===== src/acpu_pkg.sv =====
// Shared types and constants of the aging keyed cache policy unit.
// Used by the controller, the datapath and the checker.
package acpu_pkg;

  // Request codes carried on the input tuser
  localparam logic [1:0] REQ_PUSH  = 2'd0;
  localparam logic [1:0] REQ_POP   = 2'd1;
  localparam logic [1:0] REQ_SWEEP = 2'd2;

  // Configuration register indexes and reset values
  localparam int         CFG_IDX_W       = 4;
  localparam logic [3:0] REG_MAX_ENTRIES = 4'd0;
  localparam logic [3:0] REG_AGE_LIMIT   = 4'd1;
  localparam logic [3:0]  RST_MAX_ENTRIES = 4'd5;
  localparam logic [15:0] RST_AGE_LIMIT   = 16'd60;

  // Most expired entries reported by one sweep
  localparam int MAX_RESULTS = 8;
  localparam int SWEEP_W     = 4;

  typedef enum logic [2:0] {
    OUT_PUSH_OK     = 3'd0,
    OUT_PUSH_REJECT = 3'd1,
    OUT_POP_HIT     = 3'd2,
    OUT_POP_MISS    = 3'd3,
    OUT_EVICTED     = 3'd4,
    OUT_EXPIRED     = 3'd5,
    OUT_SWEEP_NONE  = 3'd6
  } outcome_t;

  typedef enum logic [2:0] {
    ST_IDLE,
    ST_SCAN,
    ST_DECIDE,
    ST_EVICT,
    ST_INSERT,
    ST_SWEEP_LOAD,
    ST_SWEEP_EMIT
  } state_t;

  // Controller to datapath
  typedef struct packed {
    logic     load;
    logic     rescan;
    logic     emit;
    outcome_t emit_kind;
    logic     emit_last;
    logic     ins_write;
    logic     clr_match;
    logic     clr_best;
    logic     sweep_load;
  } cmd_t;

  // Datapath to controller
  typedef struct packed {
    logic       scan_busy;
    logic       out_free;
    logic [1:0] req;
    logic       push_bad;
    logic       pop_hit;
    logic       match;
    logic       full;
    logic       best_found;
    logic       sweep_last;
  } sts_t;

endpackage


===== src/acpu_ram.sv =====
// Generic single-write, single-read RAM with registered read data.
// No dependencies.
module acpu_ram #(
  parameter int WIDTH = 96,
  parameter int DEPTH = 8,
  localparam int AW = (DEPTH > 1) ? $clog2(DEPTH) : 1
) (
  input  logic             clk,
  input  logic             wr_en,
  input  logic [AW-1:0]    wr_addr,
  input  logic [WIDTH-1:0] wr_data,
  input  logic             rd_en,
  input  logic [AW-1:0]    rd_addr,
  output logic [WIDTH-1:0] rd_data
);

  logic [WIDTH-1:0] mem [DEPTH];

  // Write port and registered read port
  always_ff @(posedge clk) begin
    if (wr_en) begin
      mem[wr_addr] <= wr_data;
    end
    if (rd_en) begin
      rd_data <= mem[rd_addr];
    end
  end

endmodule


===== src/acpu_ctrl.sv =====
// Controller state machine of the aging keyed cache policy unit.
// Depends on acpu_pkg for the state, command and status types.
module acpu_ctrl import acpu_pkg::*; (
  input  logic clk,
  input  logic rst,
  input  logic in_valid,
  output logic in_ready,
  input  sts_t sts,
  output cmd_t cmd
);

  state_t state, state_next;

  always_ff @(posedge clk) begin
    if (rst) begin
      state <= ST_IDLE;
    end else begin
      state <= state_next;
    end
  end

  // Next state
  always_comb begin
    state_next = state;
    unique case (state)
      ST_IDLE: begin
        if (in_valid) state_next = ST_SCAN;
      end
      ST_SCAN: begin
        if (!sts.scan_busy) state_next = ST_DECIDE;
      end
      ST_DECIDE: begin
        unique case (sts.req)
          REQ_PUSH: begin
            if (sts.push_bad) begin
              if (sts.out_free) state_next = ST_IDLE;
            end else if (!sts.match && sts.full) begin
              state_next = ST_EVICT;
            end else begin
              state_next = ST_INSERT;
            end
          end
          REQ_POP: begin
            if (sts.out_free) state_next = ST_IDLE;
          end
          REQ_SWEEP: begin
            if (sts.best_found) begin
              state_next = ST_SWEEP_LOAD;
            end else if (sts.out_free) begin
              state_next = ST_IDLE;
            end
          end
          default: state_next = ST_IDLE;
        endcase
      end
      ST_EVICT: begin
        if (sts.out_free) state_next = ST_INSERT;
      end
      ST_INSERT: begin
        if (sts.out_free) state_next = ST_IDLE;
      end
      ST_SWEEP_LOAD: state_next = ST_SWEEP_EMIT;
      ST_SWEEP_EMIT: begin
        if (sts.out_free) state_next = sts.sweep_last ? ST_IDLE : ST_SCAN;
      end
      default: state_next = ST_IDLE;
    endcase
  end

  // Commands
  always_comb begin
    cmd = '0;
    cmd.emit_kind = OUT_PUSH_OK;
    in_ready = (state == ST_IDLE);
    unique case (state)
      ST_IDLE: begin
        cmd.load = in_valid;
      end
      ST_SCAN: ;
      ST_DECIDE: begin
        unique case (sts.req)
          REQ_PUSH: begin
            if (sts.push_bad && sts.out_free) begin
              cmd.emit      = 1'b1;
              cmd.emit_kind = OUT_PUSH_REJECT;
              cmd.emit_last = 1'b1;
            end
          end
          REQ_POP: begin
            if (sts.out_free) begin
              cmd.emit      = 1'b1;
              cmd.emit_last = 1'b1;
              cmd.emit_kind = sts.pop_hit ? OUT_POP_HIT : OUT_POP_MISS;
              cmd.clr_match = sts.pop_hit;
            end
          end
          REQ_SWEEP: begin
            if (!sts.best_found && sts.out_free) begin
              cmd.emit      = 1'b1;
              cmd.emit_kind = OUT_SWEEP_NONE;
              cmd.emit_last = 1'b1;
            end
          end
          default: ;
        endcase
      end
      ST_EVICT: begin
        if (sts.out_free) begin
          cmd.emit      = 1'b1;
          cmd.emit_kind = OUT_EVICTED;
          cmd.clr_best  = 1'b1;
        end
      end
      ST_INSERT: begin
        if (sts.out_free) begin
          cmd.emit      = 1'b1;
          cmd.emit_kind = OUT_PUSH_OK;
          cmd.emit_last = 1'b1;
          cmd.ins_write = 1'b1;
        end
      end
      ST_SWEEP_LOAD: begin
        cmd.sweep_load = 1'b1;
      end
      ST_SWEEP_EMIT: begin
        if (sts.out_free) begin
          cmd.emit      = 1'b1;
          cmd.emit_kind = OUT_EXPIRED;
          cmd.emit_last = sts.sweep_last;
          cmd.clr_best  = 1'b1;
          cmd.rescan    = !sts.sweep_last;
        end
      end
      default: ;
    endcase
  end

endmodule


===== src/acpu_dp.sv =====
// Datapath of the aging keyed cache policy unit: slot store, scan, result register.
// Depends on acpu_pkg and acpu_ram.
module acpu_dp import acpu_pkg::*; #(
  parameter int CAPACITY = 8
) (
  input  logic                 clk,
  input  logic                 rst,
  input  logic                 cfg_valid,
  input  logic [CFG_IDX_W-1:0] cfg_index,
  input  logic [15:0]          cfg_data,
  input  logic [1:0]           in_req,
  input  logic [31:0]          in_key,
  input  logic [31:0]          in_handle,
  input  logic [31:0]          in_now,
  input  cmd_t                 cmd,
  output sts_t                 sts,
  output logic                 out_valid,
  input  logic                 out_ready,
  output outcome_t             out_kind,
  output logic [31:0]          out_key,
  output logic [31:0]          out_handle,
  output logic                 out_last
);

  localparam int            AW       = (CAPACITY > 1) ? $clog2(CAPACITY) : 1;
  localparam int            CW       = $clog2(CAPACITY + 1);
  localparam logic [AW-1:0] LAST_IDX = AW'(CAPACITY - 1);
  localparam logic [7:0]    CAP8     = 8'(CAPACITY);

  // Configuration
  logic [3:0]  max_entries;
  logic [15:0] age_limit;

  // Latched request
  logic [1:0]  req;
  logic [31:0] key;
  logic [31:0] hd;
  logic [31:0] now;

  logic [CAPACITY-1:0] valid;

  // Scan pipeline
  logic          scan_start;
  logic          issue_on;
  logic [AW-1:0] issue_idx;
  logic          rd_on;
  logic [AW-1:0] rd_idx;
  logic          scan_busy;
  logic [95:0]   rd_data;
  logic [31:0]   r_key;
  logic [31:0]   r_hd;
  logic [31:0]   r_stamp;
  logic          r_valid;
  logic [31:0]   r_age;
  logic          r_expired;
  logic          take_best;

  // Scan results
  logic          match_found;
  logic [AW-1:0] match_idx;
  logic [31:0]   match_handle;
  logic          free_found;
  logic [AW-1:0] free_idx;
  logic          best_found;
  logic [AW-1:0] best_idx;
  logic [31:0]   best_key;
  logic [31:0]   best_handle;
  logic [31:0]   best_age;
  logic [CW-1:0] cnt_valid;
  logic [CW-1:0] exp_cnt;
  logic          evicted;
  logic [SWEEP_W-1:0] sweep_left;

  logic [AW-1:0] ins_idx;
  logic [7:0]    limit;

  assign scan_start = cmd.load | cmd.rescan;

  // Configuration writes
  always_ff @(posedge clk) begin
    if (rst) begin
      max_entries <= RST_MAX_ENTRIES;
      age_limit   <= RST_AGE_LIMIT;
    end else if (cfg_valid) begin
      unique case (cfg_index)
        REG_MAX_ENTRIES: max_entries <= cfg_data[3:0];
        REG_AGE_LIMIT:   age_limit   <= cfg_data;
        default: ;
      endcase
    end
  end

  // Capture the request beat
  always_ff @(posedge clk) begin
    if (cmd.load) begin
      req <= in_req;
      key <= in_key;
      hd  <= in_handle;
      now <= in_now;
    end
  end

  // Pick the insert slot: refreshed entry, else first free slot after eviction
  always_comb begin
    if (match_found) begin
      ins_idx = match_idx;
    end else if (free_found && !(evicted && best_idx < free_idx)) begin
      ins_idx = free_idx;
    end else begin
      ins_idx = best_idx;
    end
  end

  acpu_ram #(
    .WIDTH (96),
    .DEPTH (CAPACITY)
  ) u_slot_ram (
    .clk     (clk),
    .wr_en   (cmd.ins_write),
    .wr_addr (ins_idx),
    .wr_data ({now, hd, key}),
    .rd_en   (issue_on),
    .rd_addr (issue_idx),
    .rd_data (rd_data)
  );

  assign r_key     = rd_data[31:0];
  assign r_hd      = rd_data[63:32];
  assign r_stamp   = rd_data[95:64];
  assign r_valid   = valid[rd_idx];
  assign r_age     = now - r_stamp;
  assign r_expired = (r_age >= {16'd0, age_limit});

  // Oldest entry for a push, lowest expired key for a sweep
  always_comb begin
    if (req == REQ_SWEEP) begin
      take_best = r_valid && r_expired && (!best_found || r_key < best_key);
    end else begin
      take_best = r_valid && (!best_found || r_age > best_age ||
                              (r_age == best_age && r_key < best_key));
    end
  end

  // Walk the slots one read per cycle
  always_ff @(posedge clk) begin
    if (rst) begin
      issue_on  <= 1'b0;
      rd_on     <= 1'b0;
      scan_busy <= 1'b0;
    end else if (scan_start) begin
      issue_on  <= 1'b1;
      rd_on     <= 1'b0;
      scan_busy <= 1'b1;
    end else begin
      rd_on <= issue_on;
      if (issue_on && issue_idx == LAST_IDX) issue_on <= 1'b0;
      if (rd_on && rd_idx == LAST_IDX) scan_busy <= 1'b0;
    end
  end

  always_ff @(posedge clk) begin
    if (scan_start) begin
      issue_idx <= '0;
    end else if (issue_on) begin
      issue_idx <= issue_idx + 1'b1;
    end
    rd_idx <= issue_idx;
  end

  // Accumulate match, free slot, counts and best candidate
  always_ff @(posedge clk) begin
    if (rst || scan_start) begin
      match_found <= 1'b0;
      free_found  <= 1'b0;
      best_found  <= 1'b0;
      cnt_valid   <= '0;
      exp_cnt     <= '0;
    end else if (rd_on) begin
      if (r_valid) cnt_valid <= cnt_valid + 1'b1;
      if (r_valid && r_expired) exp_cnt <= exp_cnt + 1'b1;
      if (r_valid && r_key == key && !match_found) begin
        match_found  <= 1'b1;
        match_idx    <= rd_idx;
        match_handle <= r_hd;
      end
      if (!r_valid && !free_found) begin
        free_found <= 1'b1;
        free_idx   <= rd_idx;
      end
      if (take_best) begin
        best_found  <= 1'b1;
        best_idx    <= rd_idx;
        best_key    <= r_key;
        best_handle <= r_hd;
        best_age    <= r_age;
      end
    end
  end

  // Slot valid bits
  always_ff @(posedge clk) begin
    if (rst) begin
      valid <= '0;
    end else begin
      if (cmd.clr_match) valid[match_idx] <= 1'b0;
      if (cmd.clr_best) valid[best_idx] <= 1'b0;
      if (cmd.ins_write) valid[ins_idx] <= 1'b1;
    end
  end

  // Eviction mark
  always_ff @(posedge clk) begin
    if (rst || cmd.load) begin
      evicted <= 1'b0;
    end else if (cmd.clr_best) begin
      evicted <= 1'b1;
    end
  end

  // Load the budget on the first pass of a sweep only, hold it on rescans
  always_ff @(posedge clk) begin
    if (rst) begin
      sweep_left <= '0;
    end else if (cmd.sweep_load && sweep_left == '0) begin
      if (8'(exp_cnt) >= 8'(MAX_RESULTS)) begin
        sweep_left <= SWEEP_W'(MAX_RESULTS);
      end else begin
        sweep_left <= SWEEP_W'(exp_cnt);
      end
    end else if (cmd.emit && cmd.emit_kind == OUT_EXPIRED) begin
      sweep_left <= sweep_left - 1'b1;
    end
  end

  // Fill limit clamped to 1..CAPACITY
  always_comb begin
    if (max_entries == 4'd0) begin
      limit = 8'd1;
    end else if ({4'd0, max_entries} > CAP8) begin
      limit = CAP8;
    end else begin
      limit = {4'd0, max_entries};
    end
  end

  // Output register
  always_ff @(posedge clk) begin
    if (rst) begin
      out_valid <= 1'b0;
    end else if (cmd.emit) begin
      out_valid <= 1'b1;
    end else if (out_ready) begin
      out_valid <= 1'b0;
    end
  end

  always_ff @(posedge clk) begin
    if (cmd.emit) begin
      out_kind <= cmd.emit_kind;
      out_last <= cmd.emit_last;
      case (cmd.emit_kind) inside
        OUT_PUSH_OK, OUT_PUSH_REJECT, OUT_POP_MISS: begin
          out_key    <= key;
          out_handle <= '0;
        end
        OUT_POP_HIT: begin
          out_key    <= key;
          out_handle <= match_handle;
        end
        OUT_EVICTED, OUT_EXPIRED: begin
          out_key    <= best_key;
          out_handle <= best_handle;
        end
        default: begin
          out_key    <= '0;
          out_handle <= '0;
        end
      endcase
    end
  end

  // Status toward the controller
  always_comb begin
    sts.scan_busy  = scan_busy;
    sts.out_free   = !out_valid || out_ready;
    sts.req        = req;
    sts.push_bad   = (key == 32'd0) || (hd == 32'd0);
    sts.pop_hit    = (key != 32'd0) && match_found;
    sts.match      = match_found;
    sts.full       = (8'(cnt_valid) >= limit);
    sts.best_found = best_found;
    sts.sweep_last = (sweep_left == SWEEP_W'(1));
  end

endmodule


===== src/aging_keyed_cache_policy_unit.sv =====
// Aging keyed cache policy unit. Holds up to CAPACITY keyed handles with their
// stamps; a push refreshes or inserts (evicting the oldest entry when full), a
// pop removes a hit, a sweep reports and removes entries at or past the age
// limit in ascending key order. One request is worked on at a time and every
// pass walks the slot RAM one entry per cycle. A sweep that reports entries
// rescans the slots after each but the last and reports at most eight. Results
// wait in an output register; the next request is taken once the last result
// of a run is loaded, and a stalled output holds the controller in place.
// Depends on acpu_pkg, acpu_ctrl, acpu_dp and acpu_ram.
module aging_keyed_cache_policy_unit import acpu_pkg::*; #(
  parameter int CAPACITY = 8
) (
  input  logic                 clk,
  input  logic                 rst,
  // Config write channel
  input  logic                 cfg_valid,
  output logic                 cfg_ready,
  input  logic [CFG_IDX_W-1:0] cfg_index,
  input  logic [15:0]          cfg_data,
  // Request stream
  input  logic                 s_axis_tvalid,
  output logic                 s_axis_tready,
  input  logic [95:0]          s_axis_tdata,  // lookup_key, handle, now_seconds
  input  logic [1:0]           s_axis_tuser,  // req_type
  // Result stream
  output logic                 m_axis_tvalid,
  input  logic                 m_axis_tready,
  output logic [63:0]          m_axis_tdata,  // out_key, out_handle
  output logic [2:0]           m_axis_tuser,  // outcome
  output logic                 m_axis_tlast   // last_of_run
);

  cmd_t     cmd;
  sts_t     sts;
  outcome_t out_kind;

  assign cfg_ready    = 1'b1;
  assign m_axis_tuser = out_kind;

  acpu_ctrl u_ctrl (
    .clk      (clk),
    .rst      (rst),
    .in_valid (s_axis_tvalid),
    .in_ready (s_axis_tready),
    .sts      (sts),
    .cmd      (cmd)
  );

  acpu_dp #(
    .CAPACITY (CAPACITY)
  ) u_dp (
    .clk        (clk),
    .rst        (rst),
    .cfg_valid  (cfg_valid),
    .cfg_index  (cfg_index),
    .cfg_data   (cfg_data),
    .in_req     (s_axis_tuser),
    .in_key     (s_axis_tdata[31:0]),
    .in_handle  (s_axis_tdata[63:32]),
    .in_now     (s_axis_tdata[95:64]),
    .cmd        (cmd),
    .sts        (sts),
    .out_valid  (m_axis_tvalid),
    .out_ready  (m_axis_tready),
    .out_kind   (out_kind),
    .out_key    (m_axis_tdata[31:0]),
    .out_handle (m_axis_tdata[63:32]),
    .out_last   (m_axis_tlast)
  );

endmodule


===== config.mk =====
export PLATFORM = sky130hd
export DESIGN_NAME = aging_keyed_cache_policy_unit
export DESIGN_NICKNAME = d
export VERILOG_FILES = /design/src/acpu_pkg.sv /design/src/acpu_ram.sv /design/src/acpu_ctrl.sv /design/src/acpu_dp.sv /design/src/aging_keyed_cache_policy_unit.sv
export SDC_FILE = /design/constraint.sdc
export NUM_CORES = 1
export LEC_CHECK = 0
export BUFFER_PORTS_ARGS = -buffer_cell sky130_fd_sc_hd__buf_2
export CORE_UTILIZATION = 62
export DETAILED_ROUTE_END_ITERATION = 8
export PLACE_DENSITY = 0.89
export SLEW_MARGIN = 25
export SYNTH_ARGS = -nofsm -noshare
export SYNTH_HDL_FRONTEND = slang
export SYNTH_SLANG_ARGS = --single-unit

===== constraint.sdc =====
create_clock -name clk -period 13.81 [get_ports clk]
set_input_delay 2.0715 -clock clk [delete_from_list [all_inputs] [get_ports clk]]
set_output_delay 2.0715 -clock clk [all_outputs]
set_load 0.01 [all_outputs]

==> out/qor.txt <==
Slew HR: 30.1%
largest net degree at the start of global routing: 70
WS Path Type: flip-flop to flip-flop
Post-Syn Instances: 2724
post-route ant nets: 0
# DRC: 0
full die area: 0.0806 sq mm
die extent in x: 284 um
most common cell after layout, fill and taps aside: edfxtp_1
Area Overhead vs Synth: 12.6%
Cell Rows: 103
Starting Density: 62.5%
most frequent cells in the layout: edfxtp_1, mux4_2, buf_2, inv_1, ha_1
worst r2r dst: u_dp.best_handle[30]
Crit Path Max Fanout: 49
routed vias/inst: 6.82
crit end category: flip-flop
Min-Delay Endpoint: u_dp.age_limit[9]
Cell variety after synth: 76
number of fill cells: 4469
post-DR wirelength/cell: 30.7 um
Switching Power: 3.07 mW
internal power: 7.28 mW
Post-CTS Setup Inserts: 0
Yosys warnings: 0
post-layout min period: 6.74 ns
RR Startpoint: u_dp.now[0]
Via Count: 28133
# IOs: 194
status: finished, final reports clean
Worst-path clk slew: 0.07 ns
register area share after synthesis: 73.4%
I/O Buffers: 192
fin. max-slew vios: 0
Final setup violation count: 0
hold wc startpoint: u_dp.age_limit[9]
Comb power frac: 21.3%
H-tree depth: 3
Slew @ Worst Pin: 1.05 ns
clock sinks: 1224
CP Data Required Time: 14.14 ns
switching part of the total: 29.6%
EDFF count, synth: 1167
max-capacitance violation count: 0
DP HPWL: 69.9 mm
Placed Cells: 3903
Pwr Density: 186 mW/mm^2
Clock Skew: 0.0750 ns
fin cells: 4123
first-pass GRT wire length: 185 mm
clock power share: 31.5%
Yosys reg bits: 1224
total CTS buffers: 114
startpoint types: flip-flop
mapped cell area: 0.0493 sq mm
TritonRoute pass-1 iters: 6
cell depth of the worst flop-to-flop path: 22
Hold Crit Class: flip-flop to flip-flop
setup_tns: 0 ns
fin nets: 3219
Max Fclk: 0.148 GHz
area of the multi-input gates: 0.0123 sq mm
Syn Area/Cell: 18.1 sq um
grt total ovfl: 0
clock tree buffer depth: 3
sequential standard cell area: 0.0362 sq mm
part of the cycle the worst path needs: 48.8%
Leak Pwr: 18.8 nW
post-synth net total: 2972
root buffer cell: clkbuf_16
fraction of registers with async set/reset: 0%
Die H: 284 um
initial antenna violation count: 4
core footprint: 0.0789 sq mm
WP data arrival: 7.07 ns
Routed WL: 127 mm
Worst-Skew Late Latency: 0.73 ns
hold-fix buffer count after cts: 0
CTS tree: yes
Top FF cell, synth: edfxtp_1
hold depth: 2
# resized after CTS: 0
flop-to-flop setup slack: 7.07 ns
Placer Congestion: 0.971
layout cell share with drive strength beyond 1: 23.9%
RSZ-0062 raised after global routing: no
sequential share of power: 47.2%
Max VDD drop: 0.191 mV
gr usage total: 31.5%
vias in the first global route: 28787
Initial DRC Count: 4040
final hold vios: 0
flip-flops by register name, summed over array words and instances, names as in the netlist, 4 cells and up:
signal and cells:
u_dp.exp_cnt 4, u_dp.cnt_valid 4, u_dp.key 32, u_dp.max_entries 4, u_dp.u_slot_ram.mem 768, u_dp.best_handle 32, u_dp.now 32, u_dp.out_key 32
u_dp.valid 8, u_dp.age_limit 16, u_dp.match_handle 32, u_dp.hd 32, u_dp.best_key 32, u_dp.best_age 32, u_dp.u_slot_ram.rd_data 96, u_dp.out_handle 32
u_dp.sweep_left 4
kinds of logic (layout without fill, tap and decap cells):
family,after synthesis,count (layout),share of synthesized area (%)
compound gates,370,370,5.06
xor+xnor,57,57,1.01
fa+ha+maj,125,125,3.19
buf+inv,239,585,1.87
flops,1224,1224,73.4
mux,304,304,11.3
other cells,1,4,0.00761
simple gates,404,404,4.11
power by group through the flow:
| stage | Sequential, mW | Combinational (mW) | Clock, mW |
|---|---|---|---|
| floorplan | 4.82 | 1.52 | 0 |
| global placement | 4.91 | 1.99 | 0 |
| detailed placement | 4.95 | 2.08 | 0 |
| CTS | 4.89 | 2.15 | 3.26 |
| global route | 4.91 | 2.34 | 3.40 |
| finish | 4.89 | 2.20 | 3.26 |
worst max path at each step:
stage,from,to,slack (ns),cells after the start
finish,u_dp.now[0],u_dp.best_handle[30],7.07,22
global placement,u_dp.now[0],u_dp.best_handle[24],7.48,22
global route,u_dp.now[0],u_dp.best_handle[30],6.60,22
floorplan,s_axis_tvalid,u_dp.best_age[0],2.06,5
detailed placement,u_dp.now[0],u_dp.best_handle[27],7.28,22
CTS,u_dp.now[0],u_dp.best_handle[30],7.23,22
cells in the mapped netlist, types with 11 or more instances:
master,count,area (sq um)
a21oi_1,100,500
nor4_1,29,181
nand2_1,89,334
ha_1,124,1550
a22o_1,32,280
nand2b_1,21,131
nor3_1,29,145
o211ai_1,15,113
clkbuf_1,69,259
mux2i_1,13,130
nand4_1,35,219
dfxtp_1,57,1140
nor2b_1,13,81.3
a21o_1,39,293
buf_1,20,75.1
o21a_1,17,128
mux4_2,194,4370
a22oi_1,34,255
edfxtp_1,1167,35000
xnor2_1,18,158
o21ai_0,55,275
nand3_1,20,100
xor2_1,39,342
a211oi_1,11,82.6
nor2_1,108,405
inv_1,141,529
mux2_2,97,1090
and2_1,16,100
critical path, stage by stage, from the launching register on:
cell and delay, ns:
edfxtp_1 0.50, inv_1 0.09, ha_1 0.22, fa_1 0.42, nand2b_1 0.20, a21oi_1 0.34
o21ai_0 0.31, nand2_1 0.20, a31oi_1 0.13, o21ai_0 0.23, xor2_1 0.72, ha_1 0.29
nand4_1 0.10, nor2_1 0.15, nand2_1 0.11, nor3_1 0.18, a21oi_1 0.16, a2111oi_0 0.48
o21a_1 0.19, a221oi_1 0.08, nor3_2 0.23, buf_4 0.33, buf_4 0.65
routing by layer:
layer	wire length, um	share of wire (%)	vias up	GRT usage, %
li1	-	-	11354	-
met1	44700	35	13946	41.0
met2	62400	49	2341	51.8
met3	12600	9.9	490	4.85
met4	6850	5.4	2	16.4
met5	8	0.0063	-	0
layout make-up:
type,instances,share of cell area [%]
Tap cell,1050,2.37
Clock inverter,86,1.70
Antenna cell,3,0.0135
Timing Repair Buffer,229,2.30
Multi-Input combinational cell,1261,22.2
Inverter,141,0.954
Clock buffer,129,5.24
Sequential cell,1224,65.2
per-stage QoR:
stage	area (sq um)	total power [mW]	utilization, %	setup WS [ns]	hold slack (ns)
2_1_floorplan	49300	6.33	-	2.06	0.354
3_3_place_gp	51600	6.90	65.4	7.48	0.424
3_5_place_dp	51600	7.03	65.4	7.28	0.431
4_1_cts	55400	10.3	70.3	7.23	0.463
5_1_grt	55500	10.6	70.4	6.60	0.470
6_report	55500	10.3	70.4	7.07	0.463
No activity file was read; power rests on OpenSTA's default activity.
